`config.mk`:
```
export PLATFORM = sky130hd
export DESIGN_NAME = first_fit_contiguous_allocator_unit
export DESIGN_NICKNAME = d
export VERILOG_FILES = /design/src/ffca_pkg.sv /design/src/ffca_ram.sv /design/src/ffca_scan.sv /design/src/first_fit_contiguous_allocator_unit.sv
export SDC_FILE = /design/constraint.sdc
export NUM_CORES = 2
export LEC_CHECK = 0
export ABC_AREA = 1
export BUFFER_PORTS_ARGS = -buffer_cell sky130_fd_sc_hd__buf_2
export CAP_MARGIN = 20
export CORE_ASPECT_RATIO = 1.1
export CORE_UTILIZATION = 50
export DETAILED_ROUTE_END_ITERATION = 8
export PLACE_DENSITY = 0.65
export REMOVE_ABC_BUFFERS = 1
export SYNTH_ARGS = -nofsm -noshare
export SYNTH_HDL_FRONTEND = slang
export SYNTH_SLANG_ARGS = --single-unit
```
`constraint.sdc`:
```
create_clock -name clk -period 10 [get_ports clk]
set_input_delay 1.5 -clock clk [delete_from_list [all_inputs] [get_ports clk]]
set_output_delay 1.5 -clock clk [all_outputs]
set_load 0.005 [all_outputs]
```
`src/ffca_pkg.sv`:
```
// ----------------------------------------------------------------------------
// ffca_pkg
// Shared types and constants of the first-fit contiguous slot allocator.
// ----------------------------------------------------------------------------
package ffca_pkg;

	localparam int WORD_W     = 32;
	localparam int WORD_LOG   = 5;
	localparam int CNT_W      = WORD_LOG + 1;
	localparam int FIELD_W    = 11;
	localparam int FIELD_MAX  = 2047;
	localparam int IN_DATA_W  = 24;
	localparam int OUT_DATA_W = 16;

	localparam logic [FIELD_W-1:0] SLOT_COUNT_RST = 11'd1024;

	localparam logic CMD_ALLOC   = 1'b0;
	localparam logic CMD_RELEASE = 1'b1;

	typedef struct packed {
		logic                 found;
		logic [WORD_LOG-1:0]  pos;
		logic [FIELD_W-1:0]   run_out;
	} scan_res_t;

endpackage

```
`src/ffca_ram.sv`:
```
// ----------------------------------------------------------------------------
// ffca_ram
// Generic simple dual-port RAM, one write and one registered read port.
// ----------------------------------------------------------------------------
module ffca_ram #(
	parameter int WIDTH = 32,
	parameter int DEPTH = 32,
	localparam int ADDR_W = (DEPTH > 1) ? $clog2(DEPTH) : 1
) (
	input  logic              clk,
	input  logic              we,
	input  logic [ADDR_W-1:0] waddr,
	input  logic [WIDTH-1:0]  wdata,
	input  logic              re,
	input  logic [ADDR_W-1:0] raddr,
	output logic [WIDTH-1:0]  rdata
);

	logic [WIDTH-1:0] mem_q [DEPTH];
	logic [WIDTH-1:0] rdata_q;

	always_ff @(posedge clk) begin
		if (we) begin
			mem_q[waddr] <= wdata;
		end
		if (re) begin
			rdata_q <= mem_q[raddr];
		end
	end

	assign rdata = rdata_q;

endmodule

```
`src/ffca_scan.sv`:
```
// ----------------------------------------------------------------------------
// ffca_scan
// Run search over one 32-slot word of the free map, carrying the free run
// that ends at the previous word.
// ----------------------------------------------------------------------------
module ffca_scan import ffca_pkg::*; (
	input  logic [WORD_W-1:0]  free_word,
	input  logic [FIELD_W-1:0] run_in,
	input  logic [FIELD_W-1:0] len,
	output scan_res_t          res
);

	logic [WORD_W-1:0]   span;
	logic [WORD_W-1:0]   win;
	logic [WORD_LOG-1:0] len_m1;
	logic [CNT_W-1:0]    tail_ones;
	logic [CNT_W-1:0]    lead_ones;
	logic [WORD_LOG-1:0] first_hit;
	logic [FIELD_W-1:0]  need;
	logic                hit_prefix;
	logic                hit_inside;

	assign len_m1 = WORD_LOG'(len - 11'd1);
	assign need   = len - run_in;

	// win bit i: the len slots ending at bit i are all free
	always_comb begin
		span = free_word;
		win  = free_word;
		for (int b = 0; b < WORD_LOG; b++) begin
			if (len_m1[b]) begin
				win = span & (win << (1 << b));
			end
			span = span & (span << (1 << b));
		end
	end

	always_comb begin
		tail_ones = CNT_W'(WORD_W);
		lead_ones = CNT_W'(WORD_W);
		first_hit = '0;
		for (int i = WORD_W - 1; i >= 0; i--) begin
			if (!free_word[i]) begin
				tail_ones = CNT_W'(i);
			end
			if (win[i]) begin
				first_hit = WORD_LOG'(i);
			end
		end
		for (int i = 0; i < WORD_W; i++) begin
			if (!free_word[i]) begin
				lead_ones = CNT_W'(WORD_W - 1 - i);
			end
		end
	end

	// carried run completed by the low bits of this word
	assign hit_prefix = (need <= FIELD_W'(WORD_W)) && (FIELD_W'(tail_ones) >= need);
	assign hit_inside = (len <= FIELD_W'(WORD_W)) && (len != '0) && (|win);

	assign res.found   = hit_prefix || hit_inside;
	assign res.pos     = hit_prefix ? WORD_LOG'(need - 11'd1) : first_hit;
	assign res.run_out = (&free_word) ? (run_in + FIELD_W'(WORD_W)) : FIELD_W'(lead_ones);

endmodule

```
`src/first_fit_contiguous_allocator_unit.sv`:
```
// ----------------------------------------------------------------------------
// first_fit_contiguous_allocator_unit
// First-fit allocator of contiguous slot runs over an occupancy bitmap.
// ----------------------------------------------------------------------------
// The map is held in a RAM of 32-slot words. After reset a clearing pass
// writes one word a cycle, ceil(min(SLOTS,2047)/32) words (32 for 1024
// slots), with s_axis_tready low. An allocate scans one word per cycle
// through a single run-search unit, from slot 1 up to the first fitting run
// or to the end of slot_count (clipped to min(SLOTS,2047)). A found run is
// then marked with one read-modify-write per word it spans, and ST_RESULT
// then posts the result. Without a fitting run the result is posted once the
// scan reaches the end, and a zero length or a zero slot_count goes straight
// to ST_RESULT with no scan. A result word still waiting on m_axis_tready holds
// the next result back. A release clears its run with the same per-word
// read-modify-write while busy and gives no result word. One item is worked
// on at a time; slot_count must be written only while the block is idle,
// and the block itself does not enforce this.
module first_fit_contiguous_allocator_unit import ffca_pkg::*; #(
	parameter int SLOTS = 1024
) (
	input  logic                  clk,
	input  logic                  arst_n,
	input  logic                  cfg_valid,
	output logic                  cfg_ready,
	input  logic [FIELD_W-1:0]    cfg_data,      // slot_count
	input  logic                  s_axis_tvalid,
	output logic                  s_axis_tready,
	input  logic [IN_DATA_W-1:0]  s_axis_tdata,  // run_length [10:0], release_start [21:11]
	input  logic [0:0]            s_axis_tuser,  // cmd [0]
	output logic                  m_axis_tvalid,
	input  logic                  m_axis_tready,
	output logic [OUT_DATA_W-1:0] m_axis_tdata   // alloc_start [10:0]
);

	localparam int SLOT_LIM = (SLOTS < FIELD_MAX) ? SLOTS : FIELD_MAX;
	localparam int ROWS     = (SLOT_LIM + WORD_W - 1) / WORD_W;
	localparam int AW       = (ROWS > 1) ? $clog2(ROWS) : 1;
	localparam int KW       = $clog2(ROWS + 1);

	localparam logic [FIELD_W-1:0] SLOT_LIM_V = FIELD_W'(SLOT_LIM);

	typedef enum logic [2:0] {
		ST_CLEAR,
		ST_IDLE,
		ST_SCAN,
		ST_UPD,
		ST_RESULT
	} state_t;

	state_t              state_q;
	logic [AW-1:0]       clr_k_q;
	logic [FIELD_W-1:0]  slot_count_q;
	logic [KW-1:0]       rd_k_q;
	logic                ev_v_s1;
	logic [AW-1:0]       ev_k_s1;
	logic [FIELD_W-1:0]  len_q;
	logic [FIELD_W-1:0]  run_q;
	logic [FIELD_W-1:0]  lo_q;
	logic [FIELD_W-1:0]  hi_q;
	logic [FIELD_W-1:0]  res_q;
	logic                set_q;
	logic                m_valid_q;
	logic [FIELD_W-1:0]  m_data_q;

	logic [FIELD_W-1:0]  eff;
	logic [KW-1:0]       n_full;
	logic [KW-1:0]       n_words;
	logic [KW-1:0]       rd_lim;
	logic                issue;
	logic                scan_hit;
	logic                post_res;
	logic                in_cmd;
	logic [FIELD_W-1:0]  in_len;
	logic [FIELD_W-1:0]  in_start;
	logic [FIELD_W-1:0]  rel_lo;
	logic [FIELD_W:0]    rel_end;
	logic [FIELD_W-1:0]  rel_hi;
	logic                rel_ok;
	logic [WORD_W-1:0]   vmask;
	logic [WORD_W-1:0]   free_word;
	scan_res_t           scan_r;
	logic [FIELD_W-1:0]  g_end;
	logic [FIELD_W-1:0]  run_lo;
	logic [AW-1:0]       lo_w;
	logic [AW-1:0]       hi_w;
	logic [WORD_LOG-1:0] lo_off;
	logic [WORD_LOG-1:0] hi_off;
	logic [WORD_W-1:0]   umask;

	logic                ram_we;
	logic [AW-1:0]       ram_waddr;
	logic [WORD_W-1:0]   ram_wdata;
	logic [WORD_W-1:0]   ram_rdata;

	assign eff     = (slot_count_q > SLOT_LIM_V) ? SLOT_LIM_V : slot_count_q;
	assign n_full  = KW'(eff >> WORD_LOG);
	assign n_words = n_full + KW'(|eff[WORD_LOG-1:0]);

	assign in_cmd   = s_axis_tuser[0];
	assign in_len   = s_axis_tdata[FIELD_W-1:0];
	assign in_start = s_axis_tdata[2*FIELD_W-1:FIELD_W];

	// release range clipped to 1..eff
	assign rel_lo  = (in_start == '0) ? 11'd1 : in_start;
	assign rel_end = {1'b0, in_start} + {1'b0, in_len} - 12'd1;
	assign rel_hi  = (rel_end > {1'b0, eff}) ? eff : rel_end[FIELD_W-1:0];
	assign rel_ok  = (in_len != '0) && (rel_lo <= rel_hi);

	assign rd_lim = (state_q == ST_SCAN) ? n_words : (KW'(hi_q >> WORD_LOG) + KW'(1));
	assign issue  = ((state_q == ST_SCAN) || (state_q == ST_UPD)) && (rd_k_q < rd_lim);

	assign scan_hit = (state_q == ST_SCAN) && ev_v_s1 && scan_r.found;
	assign post_res = (state_q == ST_RESULT) && (!m_valid_q || m_axis_tready);

	// slots past the count read as used
	assign vmask     = (KW'(ev_k_s1) < n_full) ? '1 : ~({WORD_W{1'b1}} << eff[WORD_LOG-1:0]);
	assign free_word = ~ram_rdata & vmask;

	ffca_scan u_scan (
		.free_word (free_word),
		.run_in    (run_q),
		.len       (len_q),
		.res       (scan_r)
	);

	assign g_end  = (FIELD_W'(ev_k_s1) << WORD_LOG) | FIELD_W'(scan_r.pos);
	assign run_lo = g_end + 11'd1 - len_q;

	assign lo_w   = AW'(lo_q >> WORD_LOG);
	assign hi_w   = AW'(hi_q >> WORD_LOG);
	assign lo_off = (ev_k_s1 == lo_w) ? lo_q[WORD_LOG-1:0] : '0;
	assign hi_off = (ev_k_s1 == hi_w) ? hi_q[WORD_LOG-1:0] : '1;
	assign umask  = ({WORD_W{1'b1}} << lo_off) & ({WORD_W{1'b1}} >> (5'd31 - hi_off));

	assign ram_we    = (state_q == ST_CLEAR) || ((state_q == ST_UPD) && ev_v_s1);
	assign ram_waddr = (state_q == ST_CLEAR) ? clr_k_q : ev_k_s1;
	assign ram_wdata = (state_q == ST_CLEAR) ? '0 :
		(set_q ? (ram_rdata | umask) : (ram_rdata & ~umask));

	ffca_ram #(
		.WIDTH (WORD_W),
		.DEPTH (ROWS)
	) u_map (
		.clk   (clk),
		.we    (ram_we),
		.waddr (ram_waddr),
		.wdata (ram_wdata),
		.re    (issue),
		.raddr (rd_k_q[AW-1:0]),
		.rdata (ram_rdata)
	);

	always_ff @(posedge clk or negedge arst_n) begin
		if (!arst_n) begin
			state_q      <= ST_CLEAR;
			clr_k_q      <= '0;
			slot_count_q <= SLOT_COUNT_RST;
			rd_k_q       <= '0;
			ev_v_s1      <= 1'b0;
			ev_k_s1      <= '0;
			len_q        <= '0;
			run_q        <= '0;
			lo_q         <= '0;
			hi_q         <= '0;
			res_q        <= '0;
			set_q        <= 1'b0;
			m_valid_q    <= 1'b0;
			m_data_q     <= '0;
		end else begin
			if (cfg_valid) begin
				slot_count_q <= cfg_data;
			end
			if (post_res) begin
				m_valid_q <= 1'b1;
			end else if (m_axis_tready) begin
				m_valid_q <= 1'b0;
			end
			// drop the scan read in flight once a run is found
			ev_v_s1 <= issue && !scan_hit;
			ev_k_s1 <= rd_k_q[AW-1:0];
			if (issue && !scan_hit) begin
				rd_k_q <= rd_k_q + KW'(1);
			end
			case (state_q)
				ST_CLEAR: begin
					clr_k_q <= clr_k_q + AW'(1);
					if (clr_k_q == AW'(ROWS - 1)) begin
						state_q <= ST_IDLE;
					end
				end
				ST_IDLE: begin
					if (s_axis_tvalid) begin
						len_q  <= in_len;
						run_q  <= '0;
						res_q  <= '0;
						if (in_cmd == CMD_ALLOC) begin
							set_q  <= 1'b1;
							rd_k_q <= '0;
							if ((in_len == '0) || (eff == '0)) begin
								state_q <= ST_RESULT;
							end else begin
								state_q <= ST_SCAN;
							end
						end else if (rel_ok) begin
							set_q   <= 1'b0;
							lo_q    <= rel_lo - 11'd1;
							hi_q    <= rel_hi - 11'd1;
							rd_k_q  <= KW'((rel_lo - 11'd1) >> WORD_LOG);
							state_q <= ST_UPD;
						end
					end
				end
				ST_SCAN: begin
					if (ev_v_s1) begin
						if (scan_r.found) begin
							lo_q    <= run_lo;
							hi_q    <= g_end;
							res_q   <= run_lo + 11'd1;
							rd_k_q  <= KW'(run_lo >> WORD_LOG);
							state_q <= ST_UPD;
						end else begin
							run_q <= scan_r.run_out;
							if (KW'(ev_k_s1) == (n_words - KW'(1))) begin
								state_q <= ST_RESULT;
							end
						end
					end
				end
				ST_UPD: begin
					if (ev_v_s1 && (ev_k_s1 == hi_w)) begin
						state_q <= set_q ? ST_RESULT : ST_IDLE;
					end
				end
				ST_RESULT: begin
					if (post_res) begin
						m_data_q <= res_q;
						state_q  <= ST_IDLE;
					end
				end
				default: begin
					state_q <= ST_IDLE;
				end
			endcase
		end
	end

	assign cfg_ready     = 1'b1;
	assign s_axis_tready = (state_q == ST_IDLE);
	assign m_axis_tvalid = m_valid_q;
	assign m_axis_tdata  = {{(OUT_DATA_W - FIELD_W){1'b0}}, m_data_q};

endmodule

```
---- After elaboration in Yosys (flattened, before gate mapping) ----
Memories as Yosys holds them, arrays and structs flattened. A register that Yosys moved wholly into a read port is not among the register bits.
Cells that the tools add are included.
cells by class
  add/sub/neg operators ................... 17
  $lt $le $gt $ge ......................... 8
  equal/unequal tests ..................... 20
  shifts and indexed selects .............. 3
  muxes and demuxes ....................... 157
  bitwise gates (word level) .............. 16
  reduce and logical (&&, ||, !) cells .... 36
operator list
  kind                                                                                number
  6-bit 2-to-1 mux                                                                    71
  32-bit bitwise AND                                                                  11
  32-bit 2-to-1 mux                                                                   8
  5-bit 2-to-1 mux                                                                    36
  11-bit 2-to-1 mux                                                                   14
  32-bit inverter                                                                     3
  11-bit case mux with 2 select lines                                                 3
  32-bit by 5-bit << shifter with 32-bit output (first input constant)                2
  10-bit 2-to-1 mux                                                                   5
  11-bit zero test                                                                    3
  3-bit 2-to-1 mux                                                                    11
  32-bit OR                                                                           1
  32-bit AND reduction                                                                1
  32-bit OR reduction                                                                 1
  32-bit by 5-bit >> shifter with 32-bit output (first input constant)                1
  11-bit by 6-bit less-or-equal comparator with 1-bit output (second input constant)  2
  11-bit nonzero test                                                                 2
  11-bit by 1-bit subtractor with 11-bit output (second input constant)               2
  11-bit subtractor                                                                   2
  10-bit case mux with 2 select lines                                                 1
  3-bit case mux with 5 select lines                                                  1
  11-bit by 11-bit adder with 12-bit output                                           1
  6-bit by 1-bit adder with 6-bit output (second input constant)                      2
  12-bit by 11-bit greater-than comparator with 1-bit output                          1
  other kinds (37)                                                                    72
word-level totals
  register bits ........................... 98
  RAM bits ................................ 1,024
  input port bits ......................... 41
  output and inout bits ................... 19
  memories ................................ 1
memory list
  name         depth  bits a word  read ports  clocked after Yosys merged registers in  wr ports  RTL line        text
  u_map.mem_q  32     32           1           1                                        1         ffca_ram.sv:19  logic [WIDTH-1:0] mem_q [DEPTH];

---- Depth between registers and ports, before layout ----
  word-level depth ........................ 56
  gate-level depth with buffers ........... 74

---- By module ----
Synthesis repeated with hierarchy kept, for this count alone.
unflattened totals
  cells, all modules ...................... 5,719
  area, all modules ....................... 55,734.7 µm²
modules (own cells, without submodules)
  module                               instances  cells each  area an instance (µm²)
  ffca_ram                             1          3,536       42,726.0
  first_fit_contiguous_allocator_unit  1          1,338       9,059.9
  ffca_scan                            1          845         3,948.8

---- Least setup slack after synthesis ----
No wires, ideal clock.
  kind .................................... register to register
  start ................................... register slot_count_q[8]
  end ..................................... register rd_k_q[5]
  arrival ................................. 8.041 ns
  path slack .............................. 1.835 ns
  stages on the path, launching flop included .. 65
  buffers on the path ..................... 2
  clock period less this slack ............ 8.165 ns
  path through ............................ dfrtp_1 nor2_2 nand3_2 o21bai_4 inv_1 nor2_1 inv_1 ha_1 a21oi_1 nor2_1 a21oi_1 nand2_2 buf_6 buf_8 o21ai_0 nand2_1 o21ai_0 a21oi_1 [... 29 more ...] a31o_2 o21ai_0 ha_1 ha_1 a21oi_1 and2_1 inv_1 a21oi_1 inv_1 a21oi_1 o21ai_0 a21oi_1 or2_2 nand2_1 a21oi_1 xnor2_1 o22ai_1 a211o_1
on the way
  longest elaborated chain between the ends .. 55
  elaborated cells on any way between the ends .. 112
  classes of those cells .................. 3 x add/sub; 6 x order compare; 1 x shift; 81 x mux; 11 x bitwise; 10 x reduce/logical
RTL lines
  element                                        RTL line                                    text
  start: declaration                             first_fit_contiguous_allocator_unit.sv:52   logic [FIELD_W-1:0] slot_count_q;
  start signal: assignment                       first_fit_contiguous_allocator_unit.sv:171  slot_count_q <= cfg_data;
  11-bit greater-than comparator                 first_fit_contiguous_allocator_unit.sv:95   assign eff = (slot_count_q > SLOT_LIM_V) ? SLOT_LIM_V : slot_count_q;
  11-bit 2-to-1 mux *                            first_fit_contiguous_allocator_unit.sv:95
  32-bit by 5-bit << shifter with 32-bit output  first_fit_contiguous_allocator_unit.sv:116  assign vmask = (KW'(ev_k_s1) < n_full) ? '1 : ~({WORD_W{1'b1}} << eff[WORD_LOG-1:0]);
  32-bit inverter                                first_fit_contiguous_allocator_unit.sv:116
  32-bit 2-to-1 mux                              first_fit_contiguous_allocator_unit.sv:116
  32-bit bitwise AND                             first_fit_contiguous_allocator_unit.sv:117  assign free_word = ~ram_rdata & vmask;
  32-bit bitwise AND                             ffca_scan.sv:32, ffca_scan.sv:34
  32-bit 2-to-1 mux                              ffca_scan.sv:31                             if (len_m1[b]) begin
  [... 8 more ...]                               --
  5-bit 2-to-1 mux (32 in a row)                 ffca_scan.sv:46                             if (win[i]) begin
  5-bit 2-to-1 mux                               ffca_scan.sv:62                             assign res.pos = hit_prefix ? WORD_LOG'(need - 11'd1) : first_hit;
  10-bit by 5-bit OR with 10-bit output          first_fit_contiguous_allocator_unit.sv:126  assign g_end = (FIELD_W'(ev_k_s1) << WORD_LOG) | FIELD_W'(scan_r.pos);
  10-bit by 1-bit adder with 11-bit output       first_fit_contiguous_allocator_unit.sv:127  assign run_lo = g_end + 11'd1 - len_q;
  11-bit subtractor                              first_fit_contiguous_allocator_unit.sv:127
  6-bit 2-to-1 mux                               first_fit_contiguous_allocator_unit.sv:215  if (scan_r.found) begin
  6-bit 2-to-1 mux                               first_fit_contiguous_allocator_unit.sv:214  if (ev_v_s1) begin
  6-bit case mux with 2 select lines *           first_fit_contiguous_allocator_unit.sv:184  case (state_q)
  end signal: assignment                         first_fit_contiguous_allocator_unit.sv:182  rd_k_q <= rd_k_q + KW'(1);
  end signal: assignment                         first_fit_contiguous_allocator_unit.sv:208  rd_k_q <= KW'((rel_lo - 11'd1) >> WORD_LOG);
  end signal: assignment                         first_fit_contiguous_allocator_unit.sv:219  rd_k_q <= KW'(run_lo >> WORD_LOG);
  end: declaration                               first_fit_contiguous_allocator_unit.sv:53   logic [KW-1:0] rd_k_q;
Mark *: on every way between the ends. The rest lies on a longest branch, timed or not.
A chain may end at the register's enable or synchronous reset.

---- Final worst setup path ----
  start ................................... register slot_count_q[10]
  end ..................................... register res_q[10]
on the way
  longest elaborated chain between the ends .. 56
  elaborated cells on any way between the ends .. 99
  classes of those cells .................. 3 x add/sub; 3 x order compare; 1 x eq/ne; 1 x shift; 75 x mux; 11 x bitwise; 5 x reduce/logical
RTL lines
  element                                        RTL line                                    text
  11-bit greater-than comparator                 first_fit_contiguous_allocator_unit.sv:95
  11-bit 2-to-1 mux *                            first_fit_contiguous_allocator_unit.sv:95
  32-bit by 5-bit << shifter with 32-bit output  first_fit_contiguous_allocator_unit.sv:116
  32-bit inverter                                first_fit_contiguous_allocator_unit.sv:116
  32-bit 2-to-1 mux *                            first_fit_contiguous_allocator_unit.sv:116
  32-bit bitwise AND *                           first_fit_contiguous_allocator_unit.sv:117
  32-bit bitwise AND                             ffca_scan.sv:32, ffca_scan.sv:34
  32-bit 2-to-1 mux                              ffca_scan.sv:31
  [... 40 more ...]                              --
  5-bit 2-to-1 mux                               ffca_scan.sv:62
  10-bit by 5-bit OR with 10-bit output          first_fit_contiguous_allocator_unit.sv:126
  10-bit by 1-bit adder with 11-bit output       first_fit_contiguous_allocator_unit.sv:127
  11-bit subtractor                              first_fit_contiguous_allocator_unit.sv:127
  11-bit by 1-bit adder with 11-bit output       first_fit_contiguous_allocator_unit.sv:218  res_q <= run_lo + 11'd1;
  11-bit 2-to-1 mux                              first_fit_contiguous_allocator_unit.sv:215
  11-bit 2-to-1 mux                              first_fit_contiguous_allocator_unit.sv:214
  11-bit case mux with 2 select lines            first_fit_contiguous_allocator_unit.sv:184
  end signal: assignment                         first_fit_contiguous_allocator_unit.sv:218
  end: declaration                               first_fit_contiguous_allocator_unit.sv:60   logic [FIELD_W-1:0] res_q;
Mark *: on every way between the ends. The rest lies on a longest branch, timed or not. The select of a mux whose other input is x is not followed.

==> metrics.yaml <==
ir_drop_mv: 0.328
skew_ns: 0.0403
status: "completed"
hp-class: "reg2reg"
powerDensity_mw_per_mm2: 375
num_rows: 125
drcViolationCount: 0
synth_top_cell_area_share: 0.597
avgSynthCellArea_sq_um: 10.8
ys_ff_latch: 1154
synth_area_sq_mm: 0.0531
async_reset_ff_frac: 0.0849
hpwl_um: 90200
drive_above_1_share: 0.0994
max-clock-path-buffers: 3
die-height_um: 344
netlist_instances: 4928
fp.dieW_um: 313
endpoint_kind: "flip-flop"
wirelength_um: 156000
drt-pass1-iter-count: 7
vias_per_cell: 6.06
cts_buffers: 109
crit_path_max_incr_delay_ns: 0.61
finalCritPeriodShare: 0.924
finalCoreUtilization: 0.560
grt_max_degree: 160
diodes: 0
avgRoutedWirePerCell_um: 24.3
yosys_warnings: 0
grt_pass1_vias: 36421
grt-ovfl-total: 0
clkSinkCount: 1154
drt_iter0_drc: 4409
dieArea_sq_mm: 0.108
port_buffers: 51
synth_area_leaders: "edfxtp_1 60%, o21ai_0 6.9%, nor2_1 5.7%"
slowest_stage: "dfstp_2"
max_slew_margin: 0.357
area_delta_synth_final_pct: 11.1
num_vias: 38860
antenna_left: 0
grt_usage: 0.285
gp_congestion: 0.951
place_ws_ns: 0.433
path_clk_slew_ns: 0.07
initial_core_util: 0.504
cp.required_ns: 10.63
io_pins: 60
crit_fanout: 7
synthMostInstantiatedCell: "edfxtp_1"
synth_commonest_cells: "1,056 x edfxtp_1, 800 x nor2_1, 729 x o21ai_0"
hold_viol: 0
holdBufCountCts: 0
clock_latency_ns: 0.71
tightest_slew_ns: 0.962
worstSetupStartpointType: "flip-flop"
min_period_ns: 9.24
reg2regPathDepth: 63
hold-path-cell-count: 2
setup_ws_ns: 0.757
fin_nets: 5076
hold_ws_ns: 0.479
slew_viol_final: 0
cts-root-buf: "clkbuf_16"
cts_max_level: 3
cap_violations: 0
cts_tree: "built"
fin_tns_setup_ns: 0
max_freq_ghz: 0.108
synth-edff-count: 1056
antenna_found_initial: 0
seq_area_frac_synth: 0.643
total_power_mw: 22.1
yosysUniqueCellTypes: 72
core_area_sq_mm: 0.105
synth_top_cell_by_area: "edfxtp_1"
cp.arrival_ns: 9.87
grt_pass1_wl_um: 229000
synthFlopType: "edfxtp_1"
crit_type: "reg2reg"
setup_viol: 0
p_leak_nw: 20.8
==> final timing paths <==
check / startpoint / end / slack, ns
setup / recovery: slot_count_q[10] / res_q[10] / 0.76
hold / removal: res_q[6] / res_q[6] / 0.48
setup reg to reg: slot_count_q[10] / res_q[10] / 0.76
hold reg to reg: res_q[6] / res_q[6] / 0.48
max in group asynchronous: arst_n / slot_count_q[10] / 8.22
min in group asynchronous: arst_n / res_q[6] / 0.67
==> cells in the final DEF (no fill, tap or decap), types with 16 or more instances in the layout <==
| master | count |
|---|---|
| ha_1 | 101 |
| a31oi_1 | 30 |
| clkbuf_1 | 23 |
| nor2_4 | 43 |
| dfrtp_1 | 93 |
| nor3_1 | 44 |
| buf_4 | 103 |
| buf_2 | 50 |
| xor2_1 | 48 |
| nor2_2 | 19 |
| o221ai_1 | 86 |
| inv_1 | 321 |
| o21ai_0 | 727 |
| a32oi_1 | 31 |
| o211ai_1 | 16 |
| nor2_1 | 764 |
| nand2_1 | 524 |
| clkinv_1 | 32 |
| a21oi_1 | 162 |
| clkbuf_16 | 112 |
| nand4_1 | 23 |
| nand2_2 | 19 |
| o21ai_1 | 17 |
| o22ai_1 | 168 |
| nand3_1 | 135 |
| edfxtp_1 | 1056 |
| a21oi_2 | 32 |
| a221oi_1 | 33 |
==> layout make-up <==
class | instances | area [sq um]
fillers | 8864 | 46400
flip-flops and latches | 1154 | 34200
multi-input cells | 3155 | 17000
clock buffers | 135 | 2890
well taps | 1397 | 1750
inverters | 342 | 1300
repair buffers | 169 | 1280
clock inverters | 65 | 613
==> metal layers <==
metal,routed length (um),part of all wire,track usage,vias up
li1,-,-,-,17717
met1,62500,0.40,0.378,19092
met2,75700,0.49,0.481,1750
met3,12800,0.082,0.0393,301
met4,4960,0.032,0.0990,0
met5,0,0,0,-
==> cell families after synthesis <==
logic type	synth area share
buf+inv	0.0454
compound gates	0.149
fa+ha+maj	0.0249
xor+xnor	0.0107
other cells	0.000141
mux	0.00101
flops	0.643
simple gates	0.126
==> power by group <==
part	internal [mW]	leakage, nW	total [mW]	switching (mW)
clock network	2.31	1.71	4.11	1.80
registers	7.14	10.7	7.49	0.342
logic	2.91	8.38	10.5	7.61
==> critical path, delay by kind of cell, from the launching register on <==
kind | cells | cell delay [ns]
compound gates | 36 | 5.05
simple gates | 15 | 1.52
fa+ha+maj | 4 | 1.19
buf+inv | 7 | 0.62
flops | 1 | 0.61
xor+xnor | 1 | 0.19
==> state kept, by name, summed over array words and instances, names as in the netlist <==
| name | count |
|---|---|
| u_map.mem_q | 1024 |
| u_map.rdata | 32 |
| hi_q | 11 |
| len_q | 11 |
| m_data_q | 11 |
| res_q | 11 |
| run_q | 11 |
| slot_count_q | 11 |
| lo_q | 10 |
| rd_k_q | 6 |
| clr_k_q | 5 |
| ev_k_s1 | 5 |
| state_q | 3 |
| ev_v_s1 | 1 |
| m_axis_tvalid | 1 |
| set_q | 1 |
==> repair_timing <==
item | 4_1_cts | 5_1_grt
gates resized for setup | 0 | 8
buffers inserted | 0 | 4
setup endpoints to repair | 0 | 13
==> per-stage QoR <==
step / cells / area, sq um
2_1_floorplan: 4651 / 52000
3_3_place_gp: 6200 / 55300
3_5_place_dp: 6207 / 55400
4_1_cts: 6407 / 58900
5_1_grt: 6417 / 59000
6_report: 6417 / 59000
(Power assumes the default switching activity.)
